## src/cppc_pkg.sv

```systemverilog
// cppc_pkg: shared types and constants for the close pair point classifier
// used by cppc_ctrl, cppc_dp and close_pair_point_classifier
`timescale 1ns / 1ps
`default_nettype none

package cppc_pkg;

    localparam int DEF_MAX_POINTS  = 256;
    localparam int DEF_COORD_WIDTH = 16;
    localparam int RADIUS_W        = 16;
    localparam int R2_W            = 2 * RADIUS_W;
    localparam int OUT_CNT_W       = 9;

    // controller to datapath
    typedef struct packed {
        logic load;
        logic pair_init;
        logic pair_step;
        logic cnt_init;
        logic cnt_step;
        logic publish;
    } t_cmd;

    // datapath to controller
    typedef struct packed {
        logic pair_none;
        logic pair_last;
        logic pipe_empty;
        logic cnt_last;
        logic out_free;
    } t_sts;

endpackage

`default_nettype wire

```

## src/cppc_ctrl.sv

```systemverilog
// cppc_ctrl: sequencer for load, pair compare, drain, count and publish
// depends on cppc_pkg command and status types
`timescale 1ns / 1ps
`default_nettype none

module cppc_ctrl (
    input  wire logic           i_clk,
    input  wire logic           i_rst_n,
    input  wire logic           i_in_valid,
    input  wire logic           i_last_point,
    output logic                o_in_ready,
    input  wire cppc_pkg::t_sts i_sts,
    output cppc_pkg::t_cmd      o_cmd
);
    import cppc_pkg::*;

    localparam logic [2:0] ST_LOAD  = 3'd0;
    localparam logic [2:0] ST_START = 3'd1;
    localparam logic [2:0] ST_PAIR  = 3'd2;
    localparam logic [2:0] ST_DRAIN = 3'd3;
    localparam logic [2:0] ST_COUNT = 3'd4;
    localparam logic [2:0] ST_DONE  = 3'd5;

    logic [2:0] r_state;
    logic [2:0] n_state;

    always_comb begin
        n_state    = r_state;
        o_cmd      = '0;
        o_in_ready = 1'b0;
        unique case (r_state)
            ST_LOAD: begin
                o_in_ready = 1'b1;
                o_cmd.load = i_in_valid;
                if (i_in_valid && i_last_point) begin
                    n_state = ST_START;
                end
            end
            ST_START: begin
                o_cmd.pair_init = 1'b1;
                o_cmd.cnt_init  = 1'b1;
                n_state = i_sts.pair_none ? ST_COUNT : ST_PAIR;
            end
            ST_PAIR: begin
                o_cmd.pair_step = 1'b1;
                if (i_sts.pair_last) begin
                    n_state = ST_DRAIN;
                end
            end
            ST_DRAIN: begin
                if (i_sts.pipe_empty) begin
                    n_state = ST_COUNT;
                end
            end
            ST_COUNT: begin
                o_cmd.cnt_step = 1'b1;
                if (i_sts.cnt_last) begin
                    n_state = ST_DONE;
                end
            end
            ST_DONE: begin
                if (i_sts.out_free) begin
                    o_cmd.publish = 1'b1;
                    n_state = ST_LOAD;
                end
            end
            default: begin
                n_state = ST_LOAD;
            end
        endcase
    end

    always_ff @(posedge i_clk) begin
        if (!i_rst_n) begin
            r_state <= ST_LOAD;
        end else begin
            r_state <= n_state;
        end
    end

endmodule

`default_nettype wire

```

## config.mk

```make
export PLATFORM = sky130hd
export DESIGN_NAME = cppc_ctrl
export DESIGN_NICKNAME = d
export VERILOG_FILES = /design/src/cppc_pkg.sv /design/src/cppc_ctrl.sv
export SDC_FILE = /design/constraint.sdc
export NUM_CORES = 1
export LEC_CHECK = 0
export BUFFER_PORTS_ARGS = -buffer_cell sky130_fd_sc_hd__buf_2
export CORE_AREA = 2 2 39 41
export DETAILED_ROUTE_END_ITERATION = 8
export DIE_AREA = 0 0 41 43
export SLEW_MARGIN = 0
export SYNTH_ARGS = -nofsm -noshare
export SYNTH_HDL_FRONTEND = slang
export SYNTH_SLANG_ARGS = --single-unit
export TNS_END_PERCENT = 1
```

## constraint.sdc

```tcl
create_clock -name i_clk -period 1.1 [get_ports i_clk]
set_input_delay 0.22 -clock i_clk [delete_from_list [all_inputs] [get_ports i_clk]]
set_output_delay 0.22 -clock i_clk [all_outputs]
set_load 0.01 [all_outputs]
```

# Word level (Yosys, flattened, before mapping)
# Index checks and enable logic that the tools add are counted.
# word_totals
ram_bits	0
inputBits	9
ff_bits	3
out_inout_bits	7
latch_bits	0
memories	0
rom_bits	0
# classes
n_reduce_logical	3
multipliers	0
div_mod_pow	0
n_bitwise	0
order_cmp	0
n_eq_ne	10
muxes	14
add_sub_neg	0
n_shift	0
# op_table
cell	n
2-to-1 mux 3 bit	6
one-hot mux 3 bit (6 select lines)	1
inequality test 2 bit, second input constant	5
2-to-1 mux 1 bit	7
equality test 3 x 2 -> 1 bit, second input constant	2
equality test 3 bit, second input constant	2
AND reduction 5 bit	1
equality test 3 x 1 -> 1 bit, second input constant	1
logical NOT 3 bit	1
logical AND 1 bit	1

# Logic depth before layout (Yosys ltp)
# depth
depth_word	3
ltp_mapped	4
ltp_nobuf	3

# Least setup slack after synthesis
# No wires, ideal clock.
# synth_path
path_type	register to output
start	register r_state[1]
end	output port o_cmd[5] in the netlist's numbering
t_arrival_ns	0.993
path_slack_ns	-0.113
path_buffers	1
stages_incl_launch_ff	4
t_required_ns	0.880
cell_sequence	dfxtp_1 > buf_6 > nor3_1 > and2_1
# synth_rtl
element	line_no	rtl
from (decl)	cppc_ctrl.sv:24	logic [2:0] r_state;
from (signal assigned)	cppc_ctrl.sv:77	r_state <= n_state;
to (decl)	cppc_ctrl.sv:13	output cppc_pkg::t_cmd o_cmd

==> flow_results.org <==
** Setup path
- Max stage delay on crit path :: approximately 350 ps
- Worst Setup Start Kind :: register
- Largest fanout of any net on the critical path :: 5
- Crit. path cell count :: 4
- In this run the worst setup path begins at r_state[0]$_SDFFE_PN0P_.
- Arrival time of the worst setup path :: 1040 ps
- The worst setup path is captured at an output port.
- Delay-heaviest family, CP :: flip-flops
- Across all register-to-register paths, the minimum setup slack is -60 ps.
- The most critical setup path has its endpoint at o_cmd[5].
- Cell breakdown of the critical path :: buf_6, nor3_4, and2_1, buf_2
- Max stage delay cell, worst path :: sky130_fd_sc_hd__dfxtp_4
- For the worst flop-to-flop path, the logic depth is 4.
- WP data required :: a little under 900 ps
- WP buf/inv :: 2
- Setup CP Type :: register to output port
- The startpoint identified for the worst register-to-register timing path is r_state[0]$_SDFFE_PN0P_.
- The endpoint identified for the worst register-to-register timing path is r_state[1]$_SDFFE_PN0P_.

** Synthesis
- Ys Warns :: 0
- Share of the yosys chip area belonging to registers :: approximately 22%
- Synth Area per Inst :: 8.46 um2
- Synth cell types :: 19
- The mapped netlist covers 279 um2.
- The synthesized design spends more area on one cell type than any other, namely sky130_fd_sc_hd__dfxtp_1.
- Synth area leaders :: sky130_fd_sc_hd__dfxtp_1, sky130_fd_sc_hd__buf_6, sky130_fd_sc_hd__o221ai_1, sky130_fd_sc_hd__a21oi_1, sky130_fd_sc_hd__mux2_4
- The share of synthesized area in the top cell type comes to between 20% and 30%.
- Synthesis produced a netlist whose cell count is 33.
- Synthesis inferred 3 register bits.
- Net count after synthesis :: 42

** Placed design
- Port buffering added 15 buffers.
- Placed wire-length estimate after detailed placement :: around 600 um
- At the end of routability-driven placement, the weighted congestion stood at 0.721.
- Cell area after placement :: between 400 and 500 um2

** Route
- Routed vias :: ~340
- The final layout contains routed wiring with a total length of 758 um.
- Vias per inst :: ~4.6
- For this run, design rule violations remaining after detail routing come to 0.
- Average wire per standard cell :: 10.2 um
- DR iter-0 viols :: 6
- The pre-antenna-repair detailed-routing pass consisted of 4 iterations.
- Residual antenna-violating net count after detailed routing :: 0

** Finish
- The largest registers in the layout are r_state (3).
- Top register by number of flip-flops :: r_state
- Count of inserted antenna diode cells :: 0
- Leaving out fill and tap cells, the most frequent cells in the layout are sky130_fd_sc_hd__buf_2, sky130_fd_sc_hd__buf_4.
- Number of fill cells :: about 150
- Cells with a size suffix above 1 make up 67.2% of the layout.
- The library cell used most frequently in the layout, excluding fill and tap cells, is sky130_fd_sc_hd__buf_2.
- Summing all non-filler instances in the final layout gives an area of ~480 um2.
- The net count of the finished layout is 68.
- The register with the most flip-flops in the layout has 3 of them.
- Area overhead of the layout relative to synthesis :: 73.1%

** STA
- Tightest Pin Transition :: between 150 and 200 ps
- Worst hold slack :: between 200 and 250 ps
- Of the available clock period, the critical path in the final layout requires 114%.
- Setup repair after global routing could not meet its margin everywhere.
- Min Clock Period, post-route :: 1260 ps
- For the final routed database, the setup TNS stands at -911 ps.
- Setup ws final :: -157 ps
- Between clock sinks in the finished design, the worst skew comes to 0.923 ps.
- The final max-slew violation count came to 0.
- Highest Clock Rate :: roughly 800 MHz
- The final count of hold timing violations is 0.
- Setup violations remaining at the end of the flow were counted as 9.
- Measured against its own limit, the worst slew margin works out to between 80 and 90%.

** Hold path
- Worst min-delay path category :: input port to register

** Clocking
- In this run, CTS created clock tree buffers numbering 3.
- In this run the deepest clock path goes through 2 buffers.
- Clock latency on the worst-skew pair, taken at its later pin, is 230 ps.
- Counting every sink on the clock net gives 3.
- CTS built an H-tree with a depth of 1.
- Buffers inserted to repair hold after CTS numbered 0.
- TritonCTS clock tree :: built
- The tree is rooted in a sky130_fd_sc_hd__clkbuf_4.
- Clock transition time at the flip-flop clock pins of the worst setup and hold paths :: ~30 ps

** Floorplan
- From bottom edge to top edge, the die measures roughly 43 um.
- Total Die Area :: between 1500 and 2000 um2
- Number of top-level design ports :: 16
- In this run the horizontal extent of the chip is ~41 um.
- The total area inside the core boundary comes to 1380 um2.
- Once the floorplan was initialized, standard cells occupied 20.2% of the core.
- Core Rows :: 14

** Power and ir drop
- The worst-case IR drop observed on VDD is around 800 uV.
- Total power density per cell area :: 1870 nW/um2
- For this design the static power due to leakage is around 0.23 nW.
- Total Power Consumption :: around 910 uW

** Run status
- Violated checks :: negative setup slack
- Result of the run :: finished with violations

** GRT
- The via count of the first global-routing pass was just over 300.
- Global-route wire length before repair :: ~1.2 mm
- Global routing consumed, over all layers together, 9.72% of the routing resources.
- Initial antenna violation count :: 0
- The total overflow left after global routing is 0.
- Entering global routing, the biggest net connects 9 pins.

** Flow run
- Max-cap violations :: 0
-- what timing repair did --
action	4_1_cts	5_1_grt
resized for setup	10	2
endpoints found under the setup margin	10	9
setup buffers	1	0
pin swaps	4	0
-- through the flow --
stage          setup slack [ps]  cells  util [%]
2_1_floorplan             -1.03     33         -
3_3_place_gp              -77.8     69      29.9
3_5_place_dp              -64.0     69      29.9
4_1_cts                    -168     74      34.4
5_1_grt                    -258     74      34.9
6_report                   -157     74      34.9
-- synthesized netlist by cell type --
master                     instances
sky130_fd_sc_hd__or3_1             1
sky130_fd_sc_hd__inv_1             3
sky130_fd_sc_hd__nor3_1            2
sky130_fd_sc_hd__o22a_2            1
sky130_fd_sc_hd__a21oi_1           3
sky130_fd_sc_hd__nand2b_4          1
sky130_fd_sc_hd__mux2i_1           1
sky130_fd_sc_hd__nand2b_1          2
sky130_fd_sc_hd__o221a_1           1
sky130_fd_sc_hd__buf_6             2
sky130_fd_sc_hd__and4_1            1
sky130_fd_sc_hd__and2_1            2
sky130_fd_sc_hd__o21a_1            1
sky130_fd_sc_hd__nor2_1            4
sky130_fd_sc_hd__mux2_4            1
sky130_fd_sc_hd__o22ai_2           1
sky130_fd_sc_hd__buf_4             1
sky130_fd_sc_hd__dfxtp_1           3
sky130_fd_sc_hd__o221ai_1          2
-- cells by family (layout without fill, tap and decap cells) --
kind of cell           count (synthesis)  after routing  synth area share [%]
buffers and inverters                  6             31                  14.8
AO/OA/AOI/OAI                          9              9                  26.5
multiplexers                           2              2                  8.97
flip-flops                             3              3                  21.5
AND/OR/NAND/NOR                       13             13                  28.2
-- cell type report --
class                      count  area (um2)  area share [%]
sequential                     3        71.3            14.8
clock buffer                   4        26.3            5.44
inverter                       3        11.3            2.33
multi-input combinational     24         208            43.0
timing repair buffer          24         146            30.3
tap                           16        20.0            4.15
-- how the worst min path moves through the flow --
stage	start	end	depth (start not counted)
global route	i_rst_n	r_state[2]$_SDFFE_PN0P_	2
finish	i_rst_n	r_state[2]$_SDFFE_PN0P_	2
detailed placement	i_rst_n	r_state[2]$_SDFFE_PN0P_	2
global placement	i_rst_n	r_state[2]$_SDFFE_PN0P_	2
floorplan	i_rst_n	r_state[2]$_SDFFE_PN0P_	1
CTS	i_rst_n	r_state[2]$_SDFFE_PN0P_	2
-- layer usage --
layer / wire length, um / vias up / GRT usage (%)
met1: 345 / 151 / 12.1
met4: 0 / 0 / 2.00
li1: - / 169 / -
met5: 0 / - / 0
met2: 341 / 18 / 15.6
met3: 71 / 0 / 3.14
-- power by group --
group	internal, mW	total, mW	switching (mW)
registers	0.149	0.205	0.0554
logic	0.303	0.515	0.212
clock network	0.135	0.185	0.0500
total	0.588	0.905	0.318
(Power assumes the default switching activity.)
